===== src/hw/rtl/mieu_pkg.sv =====
`timescale 1ns / 1ps
package mieu_pkg;

	localparam int WORD_BITS = 32;
	localparam int SHAMT_BITS = 5;

	typedef enum logic [4:0] {
		ACT_LI    = 5'd0,
		ACT_ADD   = 5'd1,
		ACT_ADDU  = 5'd2,
		ACT_ADDI  = 5'd3,
		ACT_ADDIU = 5'd4,
		ACT_SUB   = 5'd5,
		ACT_SUBU  = 5'd6,
		ACT_MUL   = 5'd7,
		ACT_MULT  = 5'd8,
		ACT_DIV   = 5'd9,
		ACT_AND   = 5'd10,
		ACT_OR    = 5'd11,
		ACT_ANDI  = 5'd12,
		ACT_ORI   = 5'd13,
		ACT_XOR   = 5'd14,
		ACT_SLL   = 5'd15,
		ACT_SRL   = 5'd16,
		ACT_READ  = 5'd17
	} action_t;

	// Commands from the controller to the datapath.
	typedef struct packed {
		logic capture;     // latch the accepted instruction
		logic read_ops;    // register-file read of both sources
		logic execute;     // ALU op or mul/div start
		logic step;        // one iteration of the multiply or divide unit
		logic finish;      // write back and load the output register
	} mieu_cmd_t;

	// Status from the datapath to the controller.
	typedef struct packed {
		logic long_op;     // the op uses the iterative unit
		logic iter_done;   // the iterative unit has finished its last step
	} mieu_stat_t;

endpackage


===== src/hw/rtl/mieu_if.sv =====
`timescale 1ns / 1ps
interface mieu_in_if;
	logic        valid;
	logic        ready;
	logic [4:0]  action;
	logic [4:0]  dest_index;
	logic [4:0]  src_a_index;
	logic [4:0]  src_b_index;
	logic signed [31:0] immediate;

	modport source (output valid, action, dest_index, src_a_index, src_b_index, immediate,
		input ready);
	modport sink (input valid, action, dest_index, src_a_index, src_b_index, immediate,
		output ready);
endinterface

interface mieu_out_if;
	logic        valid;
	logic        ready;
	logic signed [31:0] value;
	logic signed [31:0] hi_value;
	logic signed [31:0] lo_value;
	logic        divide_by_zero;

	modport source (output valid, value, hi_value, lo_value, divide_by_zero, input ready);
	modport sink (input valid, value, hi_value, lo_value, divide_by_zero, output ready);
endinterface


===== src/hw/rtl/mieu_ctrl.sv =====
`timescale 1ns / 1ps
module mieu_ctrl
	import mieu_pkg::*;
(
	input  logic       clk,
	input  logic       arst_n,
	input  logic       in_valid,
	output logic       in_ready,
	output logic       out_valid,
	input  logic       out_ready,
	input  mieu_stat_t stat,
	output mieu_cmd_t  cmd
);

	typedef enum logic [3:0] {
		ST_IDLE = 4'b0001,
		ST_READ = 4'b0010,
		ST_EXEC = 4'b0100,
		ST_ITER = 4'b1000
	} state_t;

	state_t state_q;
	logic   out_valid_q;

	// The output register frees once its transaction completes.
	logic out_free;
	assign out_free = !out_valid_q || out_ready;
	assign in_ready = (state_q == ST_IDLE);
	assign out_valid = out_valid_q;

	// Command decode.
	always_comb begin
		cmd = '0;
		cmd.capture = in_valid && in_ready;
		unique case (state_q)
			ST_READ: cmd.read_ops = 1'b1;
			ST_EXEC: begin
				cmd.execute = 1'b1;
				cmd.finish = !stat.long_op && out_free;
			end
			ST_ITER: begin
				cmd.step = !stat.iter_done;
				cmd.finish = stat.iter_done && out_free;
			end
			default: ;
		endcase
	end

	// State sequence.
	always_ff @(posedge clk or negedge arst_n) begin
		if (!arst_n) begin
			state_q <= ST_IDLE;
			out_valid_q <= 1'b0;
		end else begin
			if (cmd.finish)
				out_valid_q <= 1'b1;
			else if (out_ready)
				out_valid_q <= 1'b0;
			unique case (state_q)
				ST_IDLE: if (cmd.capture) state_q <= ST_READ;
				ST_READ: state_q <= ST_EXEC;
				ST_EXEC: begin
					if (stat.long_op)
						state_q <= ST_ITER;
					else if (out_free)
						state_q <= ST_IDLE;
				end
				ST_ITER: if (cmd.finish) state_q <= ST_IDLE;
				default: state_q <= ST_IDLE;
			endcase
		end
	end

endmodule


===== src/hw/rtl/mieu_dpath.sv =====
`timescale 1ns / 1ps
module mieu_dpath
	import mieu_pkg::*;
#(
	parameter int REGISTER_COUNT = 32
) (
	input  logic              clk,
	input  logic              arst_n,
	input  mieu_cmd_t         cmd,
	output mieu_stat_t        stat,
	input  logic [4:0]        in_action,
	input  logic [4:0]        in_dest,
	input  logic [4:0]        in_src_a,
	input  logic [4:0]        in_src_b,
	input  logic [31:0]       in_imm,
	output logic [31:0]       value,
	output logic [31:0]       hi_value,
	output logic [31:0]       lo_value,
	output logic              divide_by_zero
);

	localparam int IDX_BITS = (REGISTER_COUNT > 1) ? $clog2(REGISTER_COUNT) : 1;

	logic [4:0]  action_q, dest_q, src_a_q, src_b_q;
	logic [31:0] imm_q;
	logic [31:0] a_q, b_q;
	logic [31:0] hi_q, lo_q;
	logic [31:0] res_q;
	logic        dbz_q;
	logic [5:0]  count_q;
	logic        is_div_q;
	logic        neg_q, neg_rem_q;
	logic [63:0] acc_q;    // product, or remainder:quotient for divide
	logic [31:0] mcand_q;

	// Register file with per-entry valid bits standing in for the all-zero reset.
	logic [31:0] rf_mem [REGISTER_COUNT];
	logic [REGISTER_COUNT-1:0] rf_valid_q;
	logic [31:0] rda_q, rdb_q;
	logic        rda_ok_q, rdb_ok_q;

	// Capture the instruction.
	always_ff @(posedge clk) begin
		if (cmd.capture) begin
			action_q <= in_action;
			dest_q <= in_dest;
			src_a_q <= in_src_a;
			src_b_q <= in_src_b;
			imm_q <= in_imm;
		end
	end

	// Registered reads of both sources.
	always_ff @(posedge clk) begin
		if (cmd.read_ops) begin
			rda_q <= rf_mem[IDX_BITS'(src_a_q)];
			rdb_q <= rf_mem[IDX_BITS'(src_b_q)];
			rda_ok_q <= (32'(src_a_q) < 32'(REGISTER_COUNT))
				&& rf_valid_q[IDX_BITS'(src_a_q)];
			rdb_ok_q <= (32'(src_b_q) < 32'(REGISTER_COUNT))
				&& rf_valid_q[IDX_BITS'(src_b_q)];
		end
	end

	logic [31:0] a, b;
	assign a = rda_ok_q ? rda_q : '0;
	assign b = rdb_ok_q ? rdb_q : '0;

	logic long_op;
	assign long_op = (action_q == ACT_MUL) || (action_q == ACT_MULT)
		|| ((action_q == ACT_DIV) && (b != '0));
	assign stat.long_op = long_op;
	assign stat.iter_done = (count_q == 6'd32);

	// Combinational ALU.
	logic [31:0] alu;
	logic [SHAMT_BITS-1:0] shamt;
	assign shamt = imm_q[SHAMT_BITS-1:0];
	always_comb begin
		unique case (action_q)
			ACT_LI: alu = imm_q;
			ACT_ADD, ACT_ADDU: alu = a + b;
			ACT_ADDI, ACT_ADDIU: alu = a + imm_q;
			ACT_SUB, ACT_SUBU: alu = a - b;
			ACT_AND: alu = a & b;
			ACT_OR: alu = a | b;
			ACT_ANDI: alu = a & imm_q;
			ACT_ORI: alu = a | imm_q;
			ACT_XOR: alu = a ^ b;
			ACT_SLL: alu = a << shamt;
			ACT_SRL: alu = a >> shamt;
			ACT_READ: alu = a;
			default: alu = '0;
		endcase
	end

	logic writes;
	assign writes = !((action_q == ACT_MULT) || (action_q == ACT_DIV)
		|| (action_q == ACT_READ) || (action_q > ACT_READ));

	// Magnitudes for the iterative unit.
	logic [31:0] mag_a, mag_b;
	logic        signed_op;
	assign signed_op = (action_q != ACT_MUL);
	assign mag_a = (signed_op && a[31]) ? (-a) : a;
	assign mag_b = (signed_op && b[31]) ? (-b) : b;

	// Shift-add multiply and restoring divide, one bit per step.
	logic [32:0] sub_try;
	assign sub_try = {1'b0, acc_q[62:31]} - {1'b0, mcand_q};
	logic [32:0] add_sum;
	assign add_sum = {1'b0, acc_q[63:32]} + (acc_q[0] ? {1'b0, mcand_q} : 33'd0);

	logic [63:0] mag_res, sres;
	assign mag_res = acc_q;
	always_comb begin
		if (is_div_q)
			sres = {neg_rem_q ? -mag_res[63:32] : mag_res[63:32],
				neg_q ? -mag_res[31:0] : mag_res[31:0]};
		else
			sres = neg_q ? -mag_res : mag_res;
	end

	always_ff @(posedge clk or negedge arst_n) begin
		if (!arst_n) begin
			count_q <= '0;
		end else if (cmd.execute && long_op) begin
			count_q <= '0;
		end else if (cmd.step) begin
			count_q <= count_q + 6'd1;
		end
	end

	always_ff @(posedge clk) begin
		if (cmd.execute && long_op) begin
			is_div_q <= (action_q == ACT_DIV);
			mcand_q <= mag_b;
			acc_q <= {32'd0, mag_a};
			neg_q <= signed_op && (a[31] ^ b[31]);
			neg_rem_q <= a[31];
		end else if (cmd.step) begin
			if (is_div_q) begin
				if (!sub_try[32])
					acc_q <= {sub_try[31:0], acc_q[30:0], 1'b1};
				else
					acc_q <= {acc_q[62:0], 1'b0};
			end else begin
				acc_q <= {add_sum, acc_q[31:1]};
			end
		end
	end

	// Write back, hi/lo and the output register.
	always_ff @(posedge clk or negedge arst_n) begin
		if (!arst_n) begin
			rf_valid_q <= '0;
			hi_q <= '0;
			lo_q <= '0;
		end else if (cmd.finish) begin
			if (action_q == ACT_MULT || (action_q == ACT_DIV && b != '0)) begin
				hi_q <= sres[63:32];
				lo_q <= sres[31:0];
			end
			if (writes && 32'(dest_q) < 32'(REGISTER_COUNT))
				rf_valid_q[IDX_BITS'(dest_q)] <= 1'b1;
		end
	end

	logic [31:0] wval;
	assign wval = (action_q == ACT_MUL) ? sres[31:0] : alu;

	always_ff @(posedge clk) begin
		if (cmd.finish) begin
			if (writes && 32'(dest_q) < 32'(REGISTER_COUNT))
				rf_mem[IDX_BITS'(dest_q)] <= wval;
			res_q <= wval;
			dbz_q <= (action_q == ACT_DIV) && (b == '0);
		end
	end

	assign value = res_q;
	assign hi_value = hi_q;
	assign lo_value = lo_q;
	assign divide_by_zero = dbz_q;

endmodule


===== src/hw/rtl/mips_integer_execute_unit.sv =====
`timescale 1ns / 1ps
// Integer execute unit with a register file and hi/lo registers.
// Input channel in: one decoded instruction per transaction (action, register
// indexes, immediate). Output channel out: one result per instruction with the
// value written or read, hi and lo after the instruction and a divide-by-zero
// flag.
// One instruction is in flight at a time. ALU operations pass through capture,
// register-file read and execute, and the result waits until the output
// register is free. mul, mult and a div with a nonzero divisor run a shared
// one-bit-per-cycle multiply/divide unit. The next instruction is accepted the
// cycle after the result is loaded into the output register, so a waiting
// result does not block the next instruction's read and execute; it only holds
// the write-back while the receiver stalls.
// Reset clears the control state, hi, lo and the register-file valid bits, so
// every register reads as zero until written; no clearing pass is needed.
// A stalled receiver keeps the result stable in the output register.
module mips_integer_execute_unit
	import mieu_pkg::*;
#(
	parameter int REGISTER_COUNT = 32
) (
	input  logic clk,
	input  logic arst_n,
	mieu_in_if.sink    in,
	mieu_out_if.source out
);

	mieu_cmd_t  cmd;
	mieu_stat_t stat;

	mieu_ctrl u_ctrl (
		.clk       (clk),
		.arst_n    (arst_n),
		.in_valid  (in.valid),
		.in_ready  (in.ready),
		.out_valid (out.valid),
		.out_ready (out.ready),
		.stat      (stat),
		.cmd       (cmd)
	);

	mieu_dpath #(
		.REGISTER_COUNT (REGISTER_COUNT)
	) u_dpath (
		.clk            (clk),
		.arst_n         (arst_n),
		.cmd            (cmd),
		.stat           (stat),
		.in_action      (in.action),
		.in_dest        (in.dest_index),
		.in_src_a       (in.src_a_index),
		.in_src_b       (in.src_b_index),
		.in_imm         (in.immediate),
		.value          (out.value),
		.hi_value       (out.hi_value),
		.lo_value       (out.lo_value),
		.divide_by_zero (out.divide_by_zero)
	);

endmodule


===== src/flat_wrapper.sv =====
// flat-port wrapper written by rule: the top's interface ports become plain ports
module mips_integer_execute_unit_flat import mieu_pkg::*;
#(
	parameter int REGISTER_COUNT = 32
)
  (clk, arst_n, in_valid, in_action, in_dest_index, in_src_a_index, in_src_b_index, in_immediate, in_ready, out_valid, out_value, out_hi_value, out_lo_value, out_divide_by_zero, out_ready);
  mieu_in_if in_i ();
  mieu_out_if out_i ();
  input  logic clk;
  input  logic arst_n;
  input wire logic [$bits(in_i.valid)-1:0] in_valid;
  input wire logic [$bits(in_i.action)-1:0] in_action;
  input wire logic [$bits(in_i.dest_index)-1:0] in_dest_index;
  input wire logic [$bits(in_i.src_a_index)-1:0] in_src_a_index;
  input wire logic [$bits(in_i.src_b_index)-1:0] in_src_b_index;
  input wire logic [$bits(in_i.immediate)-1:0] in_immediate;
  output wire logic [$bits(in_i.ready)-1:0] in_ready;
  output wire logic [$bits(out_i.valid)-1:0] out_valid;
  output wire logic [$bits(out_i.value)-1:0] out_value;
  output wire logic [$bits(out_i.hi_value)-1:0] out_hi_value;
  output wire logic [$bits(out_i.lo_value)-1:0] out_lo_value;
  output wire logic [$bits(out_i.divide_by_zero)-1:0] out_divide_by_zero;
  input wire logic [$bits(out_i.ready)-1:0] out_ready;
  assign in_i.valid = in_valid;
  assign in_i.action = in_action;
  assign in_i.dest_index = in_dest_index;
  assign in_i.src_a_index = in_src_a_index;
  assign in_i.src_b_index = in_src_b_index;
  assign in_i.immediate = in_immediate;
  assign in_ready = in_i.ready;
  assign out_valid = out_i.valid;
  assign out_value = out_i.value;
  assign out_hi_value = out_i.hi_value;
  assign out_lo_value = out_i.lo_value;
  assign out_divide_by_zero = out_i.divide_by_zero;
  assign out_i.ready = out_ready;
  mips_integer_execute_unit #(.REGISTER_COUNT(REGISTER_COUNT)) u_core (.clk(clk), .arst_n(arst_n), .in(in_i), .out(out_i));
endmodule

===== config.mk =====
export PLATFORM = sky130hd
export DESIGN_NAME = mips_integer_execute_unit_flat
export DESIGN_NICKNAME = d
export VERILOG_FILES = /design/src/hw/rtl/mieu_pkg.sv /design/src/hw/rtl/mieu_if.sv /design/src/hw/rtl/mieu_ctrl.sv /design/src/hw/rtl/mieu_dpath.sv /design/src/hw/rtl/mips_integer_execute_unit.sv /design/src/flat_wrapper.sv
export SDC_FILE = /design/constraint.sdc
export NUM_CORES = 2
export LEC_CHECK = 0
export BUFFER_PORTS_ARGS = -buffer_cell sky130_fd_sc_hd__buf_2
export CAP_MARGIN = 20
export CORE_MARGIN = 5
export CORE_UTILIZATION = 25
export DETAILED_ROUTE_END_ITERATION = 6
export PLACE_DENSITY = 0.41
export SLEW_MARGIN = 20
export SYNTH_ARGS = -nofsm -noshare
export SYNTH_HDL_FRONTEND = slang
export SYNTH_HIERARCHICAL = 1
export SYNTH_SLANG_ARGS = --single-unit

===== constraint.sdc =====
create_clock -name clk -period 12.6 [get_ports clk]
set_input_delay 1.26 -clock clk [delete_from_list [all_inputs] [get_ports clk]]
set_output_delay 1.26 -clock clk [all_outputs]
set_load 0.01 [all_outputs]

Word level (Yosys, flattened, before mapping):

Memory sizes are Yosys's and may differ from the RTL's. A register that Yosys moved wholly into a read port is not among the register bits.
Index checks and enable logic that the tools add are counted.
Widths: inputs -> output; s select.

* bitwise operators: 8
* shifts and indexed selects: 2
* $lt $le $gt $ge: 5
* mux-type cells: 37
* equal/unequal tests: 26
* reduce and logical (&&, ||, !) cells: 31
* add/subtract/negate cells: 11

Operators with widths (count)
* $pmux 32 s12: 1
* $mux 32: 10
* $mux 64: 4
* $neg 32->32: 4
* $or 32x32->32: 3
* $add 32x32->32: 2
* $and 32x32->32: 2
* $neg 64->64: 1
* $eq 5x4->1 const B: 8
* $add 32x32->33: 1
* $sub 32x32->33: 1
* $logic_not 32->1: 1
* $reduce_bool 32->1: 1
* $shl 32x5->32: 1
* $shr 32x5->32: 1
* $sub 32x32->32: 1
* $xor 32x32->32: 1
* $eq 5x3->1 const B: 4
* $lt 5x6->1 const B: 3
* $mux 4: 4
* $pmux 4 s4: 1
* $mux 6: 2
* $mux 1: 11
* $bmux 1 s5: 2
* 26 further kinds: 50

* RAM bits: 1024
* memories kept: 1
* register bits: 293
* output and inout bits: 99
* bits of input ports: 56
* logic and storage cells: 142

Memories
* u_core.u_dpath.rf_mem: words 32, bits a word 32, read ports 2, clocked after Yosys merged registers in 2, write ports 1, RTL line mieu_dpath.sv:37 `logic [31:0] rf_mem [REGISTER_COUNT];`

Logic depth before layout (Yosys ltp):

* depth after elaboration: 9
* mapped depth: 23
* gate-level depth less buffers: 21

Cells and area by module:

Netlist, hierarchy kept.

Modules (own cells, without submodules)
* mieu_dpath: cells each 5227, area each 74323.8 µm², times used 1, sequential area each 40488.8 µm²
* mieu_ctrl: cells each 34, area each 357.8 µm², times used 1, sequential area each 126.4 µm²

Worst setup path before layout:

Ideal clock, no wire load.

* path kind: register -> register
* start point: register u_core.u_dpath.imm_q[0]
* end point: memory u_core.u_dpath.rf_mem[0][31], data pin
* slack: 5.190 ns
* arrival: 6.782 ns
* path buffers: 5
* required time: 11.972 ns
* setup time: 0.628 ns
* cell stages (with the launch flop): 23
* period minus slack after synthesis: 7.410 ns
* cell sequence: edfxtp_1 -> clkbuf_1 -> inv_1 -> clkbuf_1 -> buf_1 -> clkbuf_1 -> ha_1 -> and3_1 -> nand3b_1 -> xnor2_1 -> o22ai_1 -> nor2_1 -> ha_1 -> clkbuf_1 -> nand2_1 -> o21ai_0 -> a221o_1 -> a31oi_1 -> o311ai_0 -> a31o_2 -> a21oi_1 -> nand3b_1 -> o311ai_0

* longest elaborated chain between the ends: 3
* elaborated cells between the ends (all ways): 5
* classes of those cells: 1 x add/sub; 2 x shift; 2 x mux

RTL lines
* from (decl): RTL line mieu_dpath.sv:25 `logic [31:0] imm_q;`
* from (signal assigned): RTL line mieu_dpath.sv:49 `imm_q <= in_imm;`
* $add 32x32->32, or another cell as far along: RTL line mieu_dpath.sv:83 `ACT_ADDI, ACT_ADDIU: alu = a + imm_q;`
* $pmux 32 s12 *: RTL line mieu_dpath.sv:80 `unique case (action_q)`
* $mux 32 *: RTL line mieu_dpath.sv:170 `assign wval = (action_q == ACT_MUL) ? sres[31:0] : alu;`
* named net u_core.u_dpath.wval[31]: RTL line mieu_dpath.sv:169 `logic [31:0] wval;`
* to (decl): RTL line mieu_dpath.sv:37

The timed path passes the listed nets; every way through them passes the cells marked *.

==> results.md <==
- The synthesized-area fraction occupied by adder cells is 1.79%.
- Prior to clock tree synthesis, the placed netlist has a worst setup slack of 6.08 ns.
- Of all nets on the critical path, the largest fanout is 37.
- The overall die width is 557 um.
- The post-synthesis to final-layout area growth is 15.6%.
- The type of the worst setup path is flop to flop.
- Entering global routing, the biggest net connects 125 pins.
- The critical path contains buffers and inverters numbering 5 combined.
- The xor and xnor area share after synthesis is 2.52%.
- The busiest metal layer after global routing is met2.
- The number of max-cap violations is 0.
- The number of cells on the worst reg-to-reg path is 19.
- The total area of sequential cells is 40600 sq um.
- The number of fill cells in the layout is 29.9k.
- The setup slack of the critical path after layout is 6.04 ns.
- Summing the sequential cell areas from Yosys gives 54.4% of the chip area.
- The worst clock skew on the final layout is 0.0919 ns.
- Setup repair after global routing left no endpoint under its margin.
- After detailed routing, the number of remaining DRC violations is 0.
- The floorplan step set the die height to 557 um.
- The met2 track demand over resource in global routing is 29.8%.
- The top flip-flop cell by instance count after synthesis is sky130_fd_sc_hd__edfxtp_1.
- Dividing the detail-routed wire length by the instance count gives 30.9 um.
- The number of flops mapped to enable cells by yosys is 1242.
- The post-placement cell count is 9158.
- The floorplan has 200 rows.
- The transition time of the tightest slew-check pin is 1.11 ns.
- The endpoint required time on the critical path is 13.05 ns.
- The largest family of logic cells by synthesized area is multiplexers.
- In the synthesized netlist, mux cells make up 22.9% of the area.
- The final design area excluding fillers is 86300 sq um.
- For this run, global-route usage on met3 was measured as 2.83%.
- The number of antenna violations at the first check in global routing is 35.
- The setup TNS after final layout is 0 ns.
- The post-synthesis async set-or-reset flop share is 7.75%.
- The total routed wirelength is 292 mm.
- The commonest cells after synthesis are sky130_fd_sc_hd__edfxtp_1 (1242), sky130_fd_sc_hd__mux4_2 (668), sky130_fd_sc_hd__nand2_1 (417), sky130_fd_sc_hd__o21ai_0 (358), sky130_fd_sc_hd__nor2_1 (320).
- The detail route stage leaves a number of antenna-violating nets equal to 0.
- The instance count of the mapped netlist is 5261.
- The CTS sink count is 1381.
- The critical path goes through buf_4 -> buf_4 -> nand2_1 -> ha_1 -> a21boi_1 -> buf_4 -> nand3_1 -> or4_1 -> nand3b_1 -> a21oi_1 -> nor3b_2 -> o21ai_1 -> nor2_4 -> o311ai_1 -> buf_4 -> nor2_1 -> nand3_1 -> nor2_4 -> buf_4.
- After the flow finishes, the layout carries non-filler instances totaling 9466.
- The full die area is 310000 sq um.
- For this run the aggregate overflow at the end of global routing stands at 0.
- The quantity of gates resized following cts is 0.
- The leading cell type by number of instances after synthesis is sky130_fd_sc_hd__edfxtp_1.
- The fmax is 152 MHz.
- The ratio of routed vias to standard cells is 5.31.
- The final HPWL from detailed placement is 203 mm.
- The number of library cell types mapped by synthesis is 95.
- Synthesis produced a netlist with a net count of 5422.
- The largest delay contributor family on the critical path is simple AND/OR/NAND/NOR gates.
- Measured against its own limit, the worst slew margin works out to 25.8%.
- The post-layout total power is 16.6 mW.
- The first detailed-routing pass took 6 iterations.
- The worst register-to-register path ends at u_core/u_dpath/rf_mem[26][4]$_DFFE_PP_.
- By area the synthesized netlist is led by sky130_fd_sc_hd__edfxtp_1 (50%), sky130_fd_sc_hd__mux4_2 (20%), sky130_fd_sc_hd__dfrtp_1 (3.6%), sky130_fd_sc_hd__o21ai_0 (2.4%), sky130_fd_sc_hd__nand2_1 (2.1%).
- Dividing total power by cell area gives a power density of 192 nW/um^2.
- Counting the buffers created by CTS gives 168.
- The largest voltage drop on the vdd net is 0.215 mV.
- The smallest clock period supported by the final layout is computed as 6.56 ns.
- On the final layout, the worst hold slack is 0.346 ns.
- The fraction of the core area covered by cells at the end of the flow is 29.0%.
- The analysis attributes to cell leakage a power of 28.8 nW.
- Summing all placed instances gives a cell area of 80800 sq um.
- The clock tree from TritonCTS is built.
- The hold violation count in the final report is 0.
- Clock latency on the worst-skew pair, taken at its later pin, is 0.87 ns.
- The final estimated routing congestion in global placement is 0.945.
- The buffer cell driving the clock tree root is sky130_fd_sc_hd__clkbuf_16.
- The number of global-route vias before repair is 49.7k.
- The Yosys warning count is 6.
- The synthesized netlist devotes 7.20% of its cell area to simple gates.
- The synthesized design spends more area on one cell type than any other, namely sky130_fd_sc_hd__edfxtp_1.
- The library cell contributing the largest single delay on the critical path is sky130_fd_sc_hd__or4_1.
- The data arrival time of the worst path is 7.01 ns.
- The synthesized netlist occupies a cell area of 74700 sq um.
- The area of the core is 297000 sq um.
- Buffers inserted to repair hold after CTS numbered 0.
- The dominant cell type by count on the critical path is sky130_fd_sc_hd__buf_4.
- The layout net count is 5552.
- The number of pins with negative max-slew slack in the final report came to 0.
- 155 I/O pins were placed.
- Global routing used 25.5% of the available met1 tracks.
- For flop-to-flop paths, the worst setup slack is 6.04 ns.
- The post-synthesis compound-gate area fraction is 8.85%.
- Summing over every cut layer, the via total after detailed routing is 50.3k.
- The nature of the critical path startpoint is a flop.
- A synthesized cell averages 14.2 sq um.
- The number of buffers inserted by port buffering is 154.
- The delay of the slowest critical-path stage is 0.64 ns.
- The run finished with clean final reports.
- STA classifies the critical path endpoint as a flop.
- In this run the biggest area consumer among cell types represents 49.9% of the synthesized area.
- Setup violations remaining at the end of the flow were counted as 0.
- The path class of the tightest hold or removal check is input port to asynchronous set/reset pin.
- The area used by multi-input combinational logic is 32800 sq um.
- The initial core utilization is 25.1%.
- Counting along the longest clock path gives a buffer depth of 4.
- The detailed router's first-iteration violation count is 5263.
- The number of setup buffers added after CTS is 0.
- The final clock period utilization by the worst path is 52.1%.
- Cells with a size suffix above 1 make up 26.7% of the layout.
- The launch point of the worst reg-to-reg path is u_core/u_dpath/rdb_ok_q$_DFFE_PP_.
- The clock-pin slew on the worst setup and hold paths is 0.06 ns.
- The total global routing track utilization is 18.3%.
- The count of state elements after synthesis is 1381.
- The CTS H-tree depth is 4.
- The wire length of the first global-routing pass is 406 mm.
==> where the power goes <==
part / internal [mW] / total, mW / switching (mW) / leakage (nW)
sequential: 5.73 / 6.02 / 0.283 / 13.1
clock: 2.86 / 4.84 / 1.98 / 2.61
combinational: 1.97 / 5.73 / 3.76 / 13.1
==> layer usage <==
metal	part of all wire, %	vias up
met3	6.2	358
met2	47	1950
met5	0.013	-
met4	2.8	6
li1	-	21400
met1	44	26600
==> flip-flops by register name, summed over array words and instances (netlist names), 32 cells and up <==
name,count
u_core/u_dpath/rda_q,32
u_core/u_dpath/rdb_q,32
u_core/u_dpath/acc_q,64
u_core/u_dpath/imm_q,32
u_core/u_dpath/mcand_q,32
u_core/u_dpath/lo_value,32
u_core/u_dpath/rf_mem,1024
u_core/u_dpath/hi_value,32
u_core/u_dpath/rf_valid_q,32
u_core/u_dpath/value,32
==> placed cells by master (no fill, tap or decap), types with 43 or more instances in the layout <==
cell,count
sky130_fd_sc_hd__a211oi_1,43
sky130_fd_sc_hd__a21oi_1,293
sky130_fd_sc_hd__buf_2,153
sky130_fd_sc_hd__buf_4,151
sky130_fd_sc_hd__clkbuf_16,170
sky130_fd_sc_hd__dfrtp_1,106
sky130_fd_sc_hd__edfxtp_1,1242
sky130_fd_sc_hd__ha_1,102
sky130_fd_sc_hd__inv_1,105
sky130_fd_sc_hd__mux2_2,105
sky130_fd_sc_hd__mux2i_1,85
sky130_fd_sc_hd__mux4_2,668
sky130_fd_sc_hd__nand2_1,417
sky130_fd_sc_hd__nand3_1,83
sky130_fd_sc_hd__nor2_1,285
sky130_fd_sc_hd__nor3_1,57
sky130_fd_sc_hd__o21ai_0,348
sky130_fd_sc_hd__xnor2_1,119
sky130_fd_sc_hd__xor2_1,96
==> final cells by class <==
| type | count | area share [%] |
|---|---|---|
| sequential | 1381 | 47.1 |
| multi-input combinational | 3415 | 38.0 |
| tap | 3939 | 5.71 |
| clock buffer | 210 | 5.20 |
| timing repair buffer | 315 | 2.47 |
| clock inverter | 84 | 1.03 |
| inverter | 110 | 0.481 |
| antenna | 12 | 0.0348 |
==> worst register-to-register path, stage by stage (launching register included) <==
cell	delay, ns
sky130_fd_sc_hd__edfxtp_1	0.36
sky130_fd_sc_hd__buf_4	0.24
sky130_fd_sc_hd__buf_4	0.30
sky130_fd_sc_hd__nand2_1	0.28
sky130_fd_sc_hd__ha_1	0.29
sky130_fd_sc_hd__a21boi_1	0.18
sky130_fd_sc_hd__buf_4	0.18
sky130_fd_sc_hd__nand3_1	0.17
sky130_fd_sc_hd__or4_1	0.64
sky130_fd_sc_hd__nand3b_1	0.14
sky130_fd_sc_hd__a21oi_1	0.15
sky130_fd_sc_hd__nor3b_2	0.28
sky130_fd_sc_hd__o21ai_1	0.17
sky130_fd_sc_hd__nor2_4	0.12
sky130_fd_sc_hd__o311ai_1	0.32
sky130_fd_sc_hd__buf_4	0.27
sky130_fd_sc_hd__nor2_1	0.47
sky130_fd_sc_hd__nand3_1	0.52
sky130_fd_sc_hd__nor2_4	0.64
sky130_fd_sc_hd__buf_4	0.49
==> cells by family after synthesis <==
kind of cell,Yosys count
compound gates,1076
buf+inv,465
fa+ha+maj,105
flops,1381
simple gates,1161
xor+xnor,215
mux,858
==> worst max path at each step <==
stage | from | end | slack, ns | cells after the start
final | u_core/u_dpath/rdb_ok_q$_DFFE_PP_ | u_core/u_dpath/rf_mem[26][4]$_DFFE_PP_ | 6.04 | 19
after global routing | u_core/u_dpath/rdb_ok_q$_DFFE_PP_ | u_core/u_dpath/rf_mem[26][9]$_DFFE_PP_ | 5.76 | 19
after CTS | u_core/u_dpath/rdb_ok_q$_DFFE_PP_ | u_core/u_dpath/rf_mem[26][0]$_DFFE_PP_ | 6.06 | 19
after detailed placement | u_core/u_dpath/rdb_ok_q$_DFFE_PP_ | u_core/u_dpath/rf_mem[26][0]$_DFFE_PP_ | 6.08 | 19
after global placement | u_core/u_dpath/rdb_ok_q$_DFFE_PP_ | u_core/u_dpath/rf_mem[26][0]$_DFFE_PP_ | 5.93 | 19
after floorplan | u_core/u_dpath/imm_q[0]$_DFFE_PP_ | u_core/u_dpath/rf_mem[0][31]$_DFFE_PP_ | 5.19 | 22
Note: power is estimated with default switching activity, not from simulation.
